<file path="src/hdl/cbf_pkg.sv">
package cbf_pkg;

    localparam logic [7:0] CH_CR     = 8'h0D;
    localparam logic [7:0] CH_LF     = 8'h0A;
    localparam logic [7:0] CH_TAB    = 8'h09;
    localparam logic [7:0] CH_VT     = 8'h0B;
    localparam logic [7:0] CH_FF     = 8'h0C;
    localparam logic [7:0] CH_SPACE  = 8'h20;
    localparam logic [7:0] CH_SLASH  = 8'h2F;
    localparam logic [7:0] CH_STAR   = 8'h2A;
    localparam logic [7:0] CH_QUOTE  = 8'h22;
    localparam logic [7:0] CH_BSLASH = 8'h5C;

    localparam int FIFO_DEPTH = 4;
    localparam int FIFO_AW    = $clog2(FIFO_DEPTH);
    localparam int FIFO_CW    = $clog2(FIFO_DEPTH + 1);

    typedef enum logic [1:0] {
        ERR_OK           = 2'd0,
        ERR_OPEN_COMMENT = 2'd1,
        ERR_OPEN_STRING  = 2'd2
    } t_err;

    typedef struct packed {
        logic [7:0] in_byte;
        logic       in_last;
    } t_in;

    typedef struct packed {
        logic [7:0] out_byte;
        logic       out_last;
        logic [1:0] error_code;
    } t_out;

    typedef struct packed {
        logic [1:0] count;
        t_out       res0;
        t_out       res1;
    } t_push;

    function automatic logic [7:0] blank(input logic [7:0] b);
        logic ws;
        ws = (b == CH_SPACE) || (b == CH_TAB) || (b == CH_LF) ||
             (b == CH_VT) || (b == CH_FF) || (b == CH_CR);
        return ws ? b : CH_SPACE;
    endfunction

endpackage

</file>
<file path="src/hdl/cbf_scan.sv">
module cbf_scan (
    input  logic          i_clk,
    input  logic          i_rst_n,
    input  logic          i_accept,
    input  cbf_pkg::t_in  i_item,
    output cbf_pkg::t_push o_push
);

    typedef enum logic [2:0] {
        MODE_NORMAL     = 3'd0,
        MODE_LINE       = 3'd1,
        MODE_BLOCK      = 3'd2,
        MODE_BLOCK_STAR = 3'd3,
        MODE_STRING     = 3'd4,
        MODE_STRING_ESC = 3'd5
    } t_mode;

    t_mode      r_mode, n_mode;
    logic       r_held_valid, n_held_valid;
    logic [7:0] r_held_byte, n_held_byte;

    logic [7:0] b;
    logic [7:0] y0, y1;
    logic [1:0] cnt;
    t_mode      mode_end;
    cbf_pkg::t_err err;

    always_comb begin
        b            = (i_item.in_byte == cbf_pkg::CH_CR) ? cbf_pkg::CH_SPACE : i_item.in_byte;
        mode_end     = r_mode;
        n_held_valid = r_held_valid;
        n_held_byte  = r_held_byte;
        cnt          = 2'd0;
        y0           = cbf_pkg::CH_SPACE;
        y1           = cbf_pkg::CH_SPACE;
        unique case (r_mode)
            MODE_LINE: begin
                cnt = 2'd1;
                if (b == cbf_pkg::CH_LF) begin
                    y0       = b;
                    mode_end = MODE_NORMAL;
                end
            end
            MODE_BLOCK: begin
                cnt = 2'd1;
                y0  = cbf_pkg::blank(b);
                if (b == cbf_pkg::CH_STAR) begin
                    mode_end = MODE_BLOCK_STAR;
                end
            end
            MODE_BLOCK_STAR: begin
                cnt = 2'd1;
                y0  = cbf_pkg::blank(b);
                if (b == cbf_pkg::CH_SLASH) begin
                    mode_end = MODE_NORMAL;
                end else if (b != cbf_pkg::CH_STAR) begin
                    mode_end = MODE_BLOCK;
                end
            end
            MODE_STRING: begin
                cnt = 2'd1;
                y0  = b;
                if (b == cbf_pkg::CH_BSLASH) begin
                    mode_end = MODE_STRING_ESC;
                end else if (b == cbf_pkg::CH_QUOTE) begin
                    mode_end = MODE_NORMAL;
                end
            end
            MODE_STRING_ESC: begin
                cnt      = 2'd1;
                y0       = b;
                mode_end = MODE_STRING;
            end
            default: begin
                mode_end     = MODE_NORMAL;
                n_held_valid = 1'b0;
                if (r_held_valid && (b == cbf_pkg::CH_SLASH || b == cbf_pkg::CH_STAR)) begin
                    cnt      = 2'd2;
                    mode_end = (b == cbf_pkg::CH_SLASH) ? MODE_LINE : MODE_BLOCK_STAR;
                end else begin
                    y0 = r_held_byte;
                    if (b == cbf_pkg::CH_SLASH && !i_item.in_last) begin
                        n_held_valid = 1'b1;
                        n_held_byte  = b;
                        cnt          = r_held_valid ? 2'd1 : 2'd0;
                    end else begin
                        if (r_held_valid) begin
                            y1  = b;
                            cnt = 2'd2;
                        end else begin
                            y0  = b;
                            cnt = 2'd1;
                        end
                        if (b == cbf_pkg::CH_QUOTE) begin
                            mode_end = MODE_STRING;
                        end
                    end
                end
            end
        endcase

        if (mode_end == MODE_BLOCK || mode_end == MODE_BLOCK_STAR) begin
            err = cbf_pkg::ERR_OPEN_COMMENT;
        end else if (mode_end == MODE_STRING || mode_end == MODE_STRING_ESC) begin
            err = cbf_pkg::ERR_OPEN_STRING;
        end else begin
            err = cbf_pkg::ERR_OK;
        end

        n_mode = mode_end;
        if (i_item.in_last) begin
            n_mode       = MODE_NORMAL;
            n_held_valid = 1'b0;
            n_held_byte  = 8'h00;
        end

        o_push.count            = i_accept ? cnt : 2'd0;
        o_push.res0.out_byte    = y0;
        o_push.res0.out_last    = i_item.in_last && (cnt == 2'd1);
        o_push.res0.error_code  = (i_item.in_last && (cnt == 2'd1)) ? err : cbf_pkg::ERR_OK;
        o_push.res1.out_byte    = y1;
        o_push.res1.out_last    = i_item.in_last && (cnt == 2'd2);
        o_push.res1.error_code  = (i_item.in_last && (cnt == 2'd2)) ? err : cbf_pkg::ERR_OK;
    end

    always_ff @(posedge i_clk) begin
        if (!i_rst_n) begin
            r_mode       <= MODE_NORMAL;
            r_held_valid <= 1'b0;
            r_held_byte  <= 8'h00;
        end else if (i_accept) begin
            r_mode       <= n_mode;
            r_held_valid <= n_held_valid;
            r_held_byte  <= n_held_byte;
        end
    end

    a_last_resets: assert property (@(posedge i_clk) disable iff (!i_rst_n)
        i_accept && i_item.in_last |=> r_mode == MODE_NORMAL && !r_held_valid)
        else $error("state not cleared after final transaction");

    a_held_in_normal: assert property (@(posedge i_clk) disable iff (!i_rst_n)
        r_held_valid |-> r_mode == MODE_NORMAL)
        else $error("byte held outside normal text");

    a_silent_holds: assert property (@(posedge i_clk) disable iff (!i_rst_n)
        i_accept && o_push.count == 2'd0 |=> r_held_valid)
        else $error("transaction dropped without holding a byte");

endmodule

</file>
<file path="src/hdl/cbf_out_fifo.sv">
module cbf_out_fifo (
    input  logic           i_clk,
    input  logic           i_rst_n,
    input  cbf_pkg::t_push i_push,
    output logic           o_room,
    output logic           o_valid,
    input  logic           i_stall,
    output cbf_pkg::t_out  o_data
);

    cbf_pkg::t_out r_mem [cbf_pkg::FIFO_DEPTH];

    logic [cbf_pkg::FIFO_AW-1:0] r_wr_ptr, r_rd_ptr;
    logic [cbf_pkg::FIFO_CW-1:0] r_count;
    logic                        pop;
    logic [cbf_pkg::FIFO_AW-1:0] wr_ptr_1;

    assign pop      = o_valid && !i_stall;
    assign wr_ptr_1 = r_wr_ptr + cbf_pkg::FIFO_AW'(1);
    assign o_valid  = (r_count != '0);
    assign o_room   = (r_count <= cbf_pkg::FIFO_CW'(cbf_pkg::FIFO_DEPTH - 2));
    assign o_data   = r_mem[r_rd_ptr];

    always_ff @(posedge i_clk) begin
        if (i_push.count != 2'd0) begin
            r_mem[r_wr_ptr] <= i_push.res0;
        end
        if (i_push.count == 2'd2) begin
            r_mem[wr_ptr_1] <= i_push.res1;
        end
    end

    always_ff @(posedge i_clk) begin
        if (!i_rst_n) begin
            r_wr_ptr <= '0;
            r_rd_ptr <= '0;
            r_count  <= '0;
        end else begin
            r_wr_ptr <= r_wr_ptr + cbf_pkg::FIFO_AW'(i_push.count);
            r_rd_ptr <= r_rd_ptr + cbf_pkg::FIFO_AW'(pop);
            r_count  <= r_count + cbf_pkg::FIFO_CW'(i_push.count) - cbf_pkg::FIFO_CW'(pop);
        end
    end

endmodule

</file>
<file path="src/hdl/comment_blanking_filter_unit.sv">
// Channel | Direction | Handshake               | Payload
// in      | input     | i_in_valid / o_in_stall  | cbf_pkg::t_in  (in_byte, in_last)
// out     | output    | o_out_valid / i_out_stall| cbf_pkg::t_out (out_byte, out_last, error_code)
//
// One input transaction is taken per cycle while o_in_stall is low; it yields zero,
// one or two output transactions, written into a four-entry output queue at the edge
// that accepts it. The queue drains one transaction per cycle while i_out_stall is low.
// The input stalls only while the queue has fewer than two free entries.
// Synchronous active-low reset returns the scanner to normal text and empties the queue.
module comment_blanking_filter_unit (
    input  logic          i_clk,
    input  logic          i_rst_n,
    input  logic          i_in_valid,
    output logic          o_in_stall,
    input  cbf_pkg::t_in  i_in,
    output logic          o_out_valid,
    input  logic          i_out_stall,
    output cbf_pkg::t_out o_out
);

    logic           room;
    logic           accept;
    cbf_pkg::t_push push;

    assign o_in_stall = !room;
    assign accept     = i_in_valid && room;

    cbf_scan u_scan (
        .i_clk    (i_clk),
        .i_rst_n  (i_rst_n),
        .i_accept (accept),
        .i_item   (i_in),
        .o_push   (push)
    );

    cbf_out_fifo u_fifo (
        .i_clk   (i_clk),
        .i_rst_n (i_rst_n),
        .i_push  (push),
        .o_room  (room),
        .o_valid (o_out_valid),
        .i_stall (i_out_stall),
        .o_data  (o_out)
    );

endmodule

</file>
<file path="config.mk">
export PLATFORM = sky130hd
export DESIGN_NAME = comment_blanking_filter_unit
export DESIGN_NICKNAME = d
export VERILOG_FILES = /design/src/hdl/cbf_pkg.sv /design/src/hdl/cbf_scan.sv /design/src/hdl/cbf_out_fifo.sv /design/src/hdl/comment_blanking_filter_unit.sv
export SDC_FILE = /design/constraint.sdc
export NUM_CORES = 1
export LEC_CHECK = 0
export BUFFER_PORTS_ARGS = -buffer_cell sky130_fd_sc_hd__clkbuf_2
export CAP_MARGIN = 20
export CORE_AREA = 2 2 64 111
export CTS_BUF_LIST = sky130_fd_sc_hd__clkbuf_8
export CTS_CLUSTER_DIAMETER = 200
export DETAILED_ROUTE_END_ITERATION = 7
export DIE_AREA = 0 0 66 113
export GPL_ROUTABILITY_DRIVEN = 0
export PLACE_DENSITY = 0.86
export SYNTH_ARGS = -nofsm -noshare
export SYNTH_HDL_FRONTEND = slang
export SYNTH_HIERARCHICAL = 1
export SYNTH_SLANG_ARGS = --single-unit
</file>
<file path="constraint.sdc">
create_clock -name i_clk -period 3.85 [get_ports i_clk]
set_input_delay 0.77 -clock i_clk [delete_from_list [all_inputs] [get_ports i_clk]]
set_output_delay 0.77 -clock i_clk [all_outputs]
set_load 0.1 [all_outputs]
</file>
==> metrics, run 1 <==
status=complete, no violations; sequential power share=38.4%; Core Area=6540 µm²; Slew @ Worst Pin=1.08 ns; Synth top area share=36.5%; WL/cell=18.2 µm; Final Cycle Share=86.7%; initial DRC count=165; post-layout net count=358; Finished Layout Cells=427; pwr dens=555 nW/µm²; post-CTS sizing=0; Final Max Slew Viols=0; reported net switching power=0.946 mW; vias post-DR=2600; Worst Setup Start Kind=input port; Post-DP HPWL=5.58 mm; Synthesis Warnings=6; Total Neg Setup Slack=0 ns; share of layout cells above drive strength 1=35.4%; DRT Wirelength=7.76 mm; biggest cell delay along the critical path=0.83 ns; sequential area share after synthesis=47.0%; first-pass GRT wire length=12.4 mm; Max Freq=300 MHz; Final min period=3.34 ns; vias in the first global route=2599; Die H=113 µm; most frequent cells in the layout=44 x mux2_2, 44 x edfxtp_1, 25 x clkbuf_2, 23 x inv_1, 19 x dfxtp_1; Total Power=2.27 mW; final hold violations=0; Synth area leaders=edfxtp_1 37%, mux2_2 14%, dfxtp_1 11%; Setup violations, final=0; number of buffers created by CTS=9; buffer count from post-CTS setup fixing=0; Post-Syn Area=3620 µm²; Initial Util=55.3%; Clock Path Buffers=2; MaxCap Viol Count=0; Synth async-reset ratio=0%; Area growth, synth to finish=12.8%; largest net degree at the start of global routing=15; Mean Syn Cell Area=12.0 µm²; Crit path arrival time=3.30 ns; Post-synth EDFFs=44; PortBufs=25; number of diodes=0; synth unique cells=58; hold depth=2; Final ANT Viol Nets=0; worst skew pair latency=0.34 ns; gr usage total=22.3%; Hold Path Class=flip-flop to flip-flop; Post-CTS Hold Fix Bufs=0; Synth area leader=edfxtp_1; Hold Startpoint=u_scan/r_held_byte[6]; final core utilization=62.4%; WHS Endpoint=u_scan/r_held_byte[6]; flop-to-flop setup slack=1.05 ns; combinational fraction of design power=36.8%; Mapped Cells=301; worst-path cell chain=clkbuf_2, or4b_4, nor3_2, inv_1, ha_1, a21oi_1, nor2_1, and2b_1, a21oi_1, nor2_1; reg2reg path depth=7; CP Buf/Inv Count=2; syn nets=319; reg2reg start=u_scan/r_mode[2]; Placed Cells=411; num rows=39; Crit. End Element=flip-flop; CP max stage cell=nor2_1; Die ar.=7460 µm²; RSZ-0062 raised after global routing=no; WS Path Type=input port to flip-flop; Die Wd=66 µm; CTS tree=done; CTS clock-pin slew for the worst setup and hold paths=0.07 ns; DR vias/cell=6.09; Clk pwr share=24.8%; CP Max Fanout=11; DRC Markers=0; drt first pass iters=4; Req. time, crit path=3.81 ns; Peak VDD IR=0.000305 V; # IOs=26; Worst slew margin=28.0%; static leakage=1.49 nW; fin area=4080 µm²; Synth Register Bits=63; area of placed instances=3880 µm²; Switching Fraction=41.7%; Post-synth top flop=edfxtp_1; Remaining Overflow, GRT=0; clock sinks=63; worst flop-to-flop path endpoint=u_fifo/r_mem[1][6]; Clock Tree Root=clkbuf_8; Setup Skew=0.00693 ns; CTS HTree Levels=3; internal power=1.32 mW; CP top delay family=simple AND/OR/NAND/NOR gates; initial antenna violation count=0
-- power by group through the flow --
stage               logic, mW  registers [mW]  clock network, mW
global placement        0.827           0.882                  0
CTS                     0.837           0.872              0.574
finish                  0.834           0.869              0.562
global route            0.876           0.883              0.597
detailed placement      0.835           0.887                  0
floorplan               0.749           0.841                  0
-- per-layer routing --
layer  share of wire [%]  vias to the layer above  global-route usage [%]
met2                  54                      104                    39.3
li1                    -                     1221                       -
met4                 3.3                        0                    12.0
met3                 5.4                       25                    4.67
met5                   0                        -                       0
met1                  37                     1250                    24.6
-- sequential cells by signal (all words and copies together) (netlist names) --
signal / cells
u_fifo/r_count: 3
u_fifo/r_mem: 44
u_fifo/r_rd_ptr: 2
u_fifo/r_wr_ptr: 2
u_scan/r_held_byte: 8
u_scan/r_held_valid: 1
u_scan/r_mode: 3
-- cell families (layout without fill, tap and decap cells) --
family	count (synthesis)	in the layout	synth area share, %
DFF	63	63	47.0
muxes	55	55	20.5
buffers and inverters	36	80	4.67
and+or+nand+nor	85	85	14.5
AOI/OAI and AO/OA	52	52	10.1
adders and majority gates	5	5	1.94
xor gates and xnor gates	5	5	1.21
-- layout make-up --
cell class,instances,area (µm²)
clock buffers,9,124
multi-input cells,202,1750
flip-flops and latches,63,1700
well taps,82,103
inverters,23,86.3
clock inverters,7,73.8
repair buffers,41,245
fillers,527,2460
-- Yosys cell counts, types with 6 or more instances --
| master | n |
|---|---|
| a21oi_1 | 7 |
| a22o_1 | 6 |
| and2_1 | 14 |
| dfxtp_1 | 19 |
| edfxtp_1 | 44 |
| inv_1 | 23 |
| mux2_2 | 44 |
| mux4_2 | 11 |
| nand2_1 | 8 |
| nand3_1 | 6 |
| nor2_1 | 15 |
| nor2b_1 | 7 |
| o21ai_0 | 10 |
-- worst reg2reg max path, stage by stage (launching register included) --
cell,delay [ns]
dfxtp_1,0.40
or3_1,0.47
and2_1,0.21
a21oi_1,0.14
nor2_1,0.10
and2b_1,0.22
a21oi_1,0.06
nor2_1,0.83
-- worst max-delay path by stage --
stage                  from                  to  slack [ns]  depth (start not counted)
global route        i_in[5]  u_fifo/r_mem[3][1]        0.38                         10
finish              i_in[5]  u_fifo/r_mem[1][6]        0.51                         10
CTS                 i_in[5]  u_fifo/r_mem[1][6]        0.54                         10
detailed placement  i_in[5]  u_fifo/r_mem[1][6]        0.16                         10
floorplan           i_in[5]  u_fifo/r_mem[0][0]        0.21                          8
global placement    i_in[5]  u_fifo/r_mem[1][6]        0.17                         10
-- per-stage QoR --
step           setup WS [ns]  hold WS (ns)
2_1_floorplan          0.208         0.408
3_3_place_gp           0.171         0.416
3_5_place_dp           0.164         0.420
4_1_cts                0.542         0.431
5_1_grt                0.375         0.460
6_report               0.511         0.430
No activity file was read; power rests on OpenSTA's default activity.
==> run 2, diff against run 1 <==
--- a/config.mk
+++ b/config.mk
@@ -5,15 +5,16 @@
 export SDC_FILE = /design/constraint.sdc
 export NUM_CORES = 1
 export LEC_CHECK = 0
-export BUFFER_PORTS_ARGS = -buffer_cell sky130_fd_sc_hd__clkbuf_2
 export CAP_MARGIN = 20
-export CORE_AREA = 2 2 64 111
+export CORE_AREA = 2 2 62 108
 export CTS_BUF_LIST = sky130_fd_sc_hd__clkbuf_8
 export CTS_CLUSTER_DIAMETER = 200
 export DETAILED_ROUTE_END_ITERATION = 7
-export DIE_AREA = 0 0 66 113
+export DIE_AREA = 0 0 64 110
+export DONT_BUFFER_PORTS = 1
 export GPL_ROUTABILITY_DRIVEN = 0
 export PLACE_DENSITY = 0.86
+export SKIP_CTS_REPAIR_TIMING = 1
 export SYNTH_ARGS = -nofsm -noshare
 export SYNTH_HDL_FRONTEND = slang
 export SYNTH_HIERARCHICAL = 1
==> run 2 against run 1 <==
Against the previous run: combinational power down 7.3%; final cell count down 7.5%; core utilization up 1.5 points; fmax up 4.1%; critical path type unchanged; die area down 5.6%; largest power group unchanged.
==> metrics, run 2 (same netlist as run 1, synthesis figures left out) <==
Max Freq=312 MHz (was 300 MHz); gr usage total=23.7% (was 22.3%); Slew @ Worst Pin=0.870 ns (was 1.08 ns); DRT Wirelength=7.62 mm (was 7.76 mm); drt first pass iters=4 (unchanged); sequential power share=39.5% (was 38.4%); worst-path cell chain=or4b_4, nor3_2, inv_1, ha_1, a21oi_1, nor2_1, and2b_1, buf_4, nand3_2, mux2_2 (was clkbuf_2, or4b_4, nor3_2, inv_1, ha_1, a21oi_1, nor2_1, and2b_1, a21oi_1, nor2_1); Switching Fraction=42.0% (was 41.7%); status=complete, no violations (unchanged); initial antenna violation count=0 (unchanged); internal power=1.28 mW (was 1.32 mW); clock sinks=63 (unchanged); Post-DP HPWL=5.56 mm (was 5.58 mm); Core Area=6130 µm² (was 6540 µm²); PortBufs=0 (was 25); CP Buf/Inv Count=2 (unchanged); CTS HTree Levels=3 (unchanged); Final min period=3.21 ns (was 3.34 ns); DR vias/cell=6.33 (was 6.09); first-pass GRT wire length=12.3 mm (was 12.4 mm); Final Max Slew Viols=0 (unchanged); CTS tree=done (unchanged); num rows=38 (was 39); reported net switching power=0.924 mW (was 0.946 mW); Hold Path Class=flip-flop to flip-flop (unchanged); Area growth, synth to finish=8.27% (was 12.8%); Crit. End Element=flip-flop (unchanged); share of layout cells above drive strength 1=29.2% (was 35.4%); number of buffers created by CTS=9 (unchanged); vias in the first global route=2496 (was 2599); vias post-DR=2501 (was 2600); CP Launch Point=i_in[5] (unchanged); Setup violations, final=0 (unchanged); final hold violations=0 (unchanged); Die ar.=7040 µm² (was 7460 µm²); Setup Skew=0.00630 ns (was 0.00693 ns); combinational fraction of design power=35.1% (was 36.8%); initial DRC count=136 (was 165); Final Cycle Share=83.3% (was 86.7%); worst skew pair latency=0.35 ns (was 0.34 ns); Clock Tree Root=clkbuf_8 (unchanged); Worst slew margin=41.9% (was 28.0%); Largest register FFs=44 (unchanged); WS Path Type=input port to flip-flop (unchanged); most frequent cells in the layout=44 x mux2_2, 44 x edfxtp_1, 23 x inv_1, 19 x dfxtp_1, 15 x nor2_1 (was 44 x mux2_2, 44 x edfxtp_1, 25 x clkbuf_2, 23 x inv_1, 19 x dfxtp_1); WL/cell=19.3 µm (was 18.2 µm); Peak VDD IR=0.000410 V (was 0.000305 V); CP max stage cell=or4b_4 (was nor2_1); Remaining Overflow, GRT=0 (unchanged); Clk pwr share=25.4% (was 24.8%); Final ANT Viol Nets=0 (unchanged); Die H=110 µm (was 113 µm); DRC Markers=0 (unchanged); Clock Path Buffers=2 (unchanged); Req. time, crit path=3.94 ns (was 3.81 ns); biggest cell delay along the critical path=0.56 ns (was 0.83 ns); largest registers=u_fifo/r_mem x44, u_scan/r_held_byte x8 (unchanged); CP top delay family=simple AND/OR/NAND/NOR gates (unchanged); CTS clock-pin slew for the worst setup and hold paths=0.07 ns (about the same); # IOs=26 (unchanged); CP Max Fanout=12 (was 11); Total Neg Setup Slack=0 ns (unchanged); static leakage=1.36 nW (was 1.49 nW); Die Wd=64 µm (was 66 µm); Hold Startpoint=u_scan/r_held_byte[4] (was u_scan/r_held_byte[6]); post-layout net count=328 (was 358); Total Power=2.20 mW (was 2.27 mW); Initial Util=59.0% (was 55.3%); number of diodes=0 (unchanged); most flop-heavy register=u_fifo/r_mem (unchanged); MaxCap Viol Count=0 (unchanged); largest net degree at the start of global routing=15 (unchanged); RSZ-0062 raised after global routing=no (unchanged); reg2reg start=u_scan/r_mode[2] (unchanged); Worst Setup Start Kind=input port (unchanged); pwr dens=563 nW/µm² (was 555 nW/µm²); Crit path arrival time=3.30 ns (about the same)
==> run 2: cell types whose count changed in the layout (fill, tap and decap cells not counted), sizes merged <==
cell,change
buf,-5
clkbuf,-25
clkinv,-3
clkinvlp,+2
inv,+1
==> run 2: path summary, 6_finish.rpt <==
path	slack, ns	cells after the start	endpoint
setup / recovery	0.64	10	u_fifo/r_mem[0][10]
hold / removal	0.44	2	u_scan/r_held_byte[4]
setup reg to reg	1.18	9	u_fifo/r_count[2]
hold reg to reg	0.44	2	u_scan/r_held_byte[4]
==> run 2: stage by stage <==
| stage | utilization [%] | hold WS, ns | cell area [µm²] | instances | setup slack [ns] |
|---|---|---|---|---|---|
| after floorplan | - | 0.408 | 3620 | 301 | 0.208 |
| after global placement | 60.4 | 0.429 | 3700 | 377 | 0.203 |
| after detailed placement | 60.4 | 0.428 | 3700 | 377 | 0.0989 |
| after CTS | 63.5 | 0.442 | 3900 | 393 | 0.458 |
| after global routing | 63.9 | 0.456 | 3920 | 395 | 0.512 |
| final | 63.9 | 0.440 | 3920 | 395 | 0.643 |
==> run 2: final cells by class <==
class,instances,area [µm²]
repair buffers,11,86.3
fillers,465,2220
inverters,23,86.3
clock buffers,9,124
well taps,80,100
flip-flops and latches,63,1700
clock inverters,7,71.3
multi-input cells,202,1750
==> run 2: power by group through the flow <==
stage	clock [mW]	combinational [mW]	sequential [mW]
floorplan	0	0.749	0.841
global placement	0	0.758	0.883
detailed placement	0	0.771	0.888
CTS	0.571	0.773	0.873
global route	0.601	0.808	0.881
finish	0.560	0.773	0.870
==> run 2: routing by layer <==
layer / wire length [µm] / GRT usage, % / up-vias
met5: 0 / 0 / -
met4: 206 / 11.0 / 0
met3: 322 / 4.67 / 18
met2: 4220 / 43.9 / 86
met1: 2870 / 25.5 / 1240
li1: - / - / 1157
==> run 2: tightest hold or removal path: stages, from the launching register on <==
cell and delay (ns):
dfxtp_1 0.32, inv_1 0.05, nor2_1 0.03
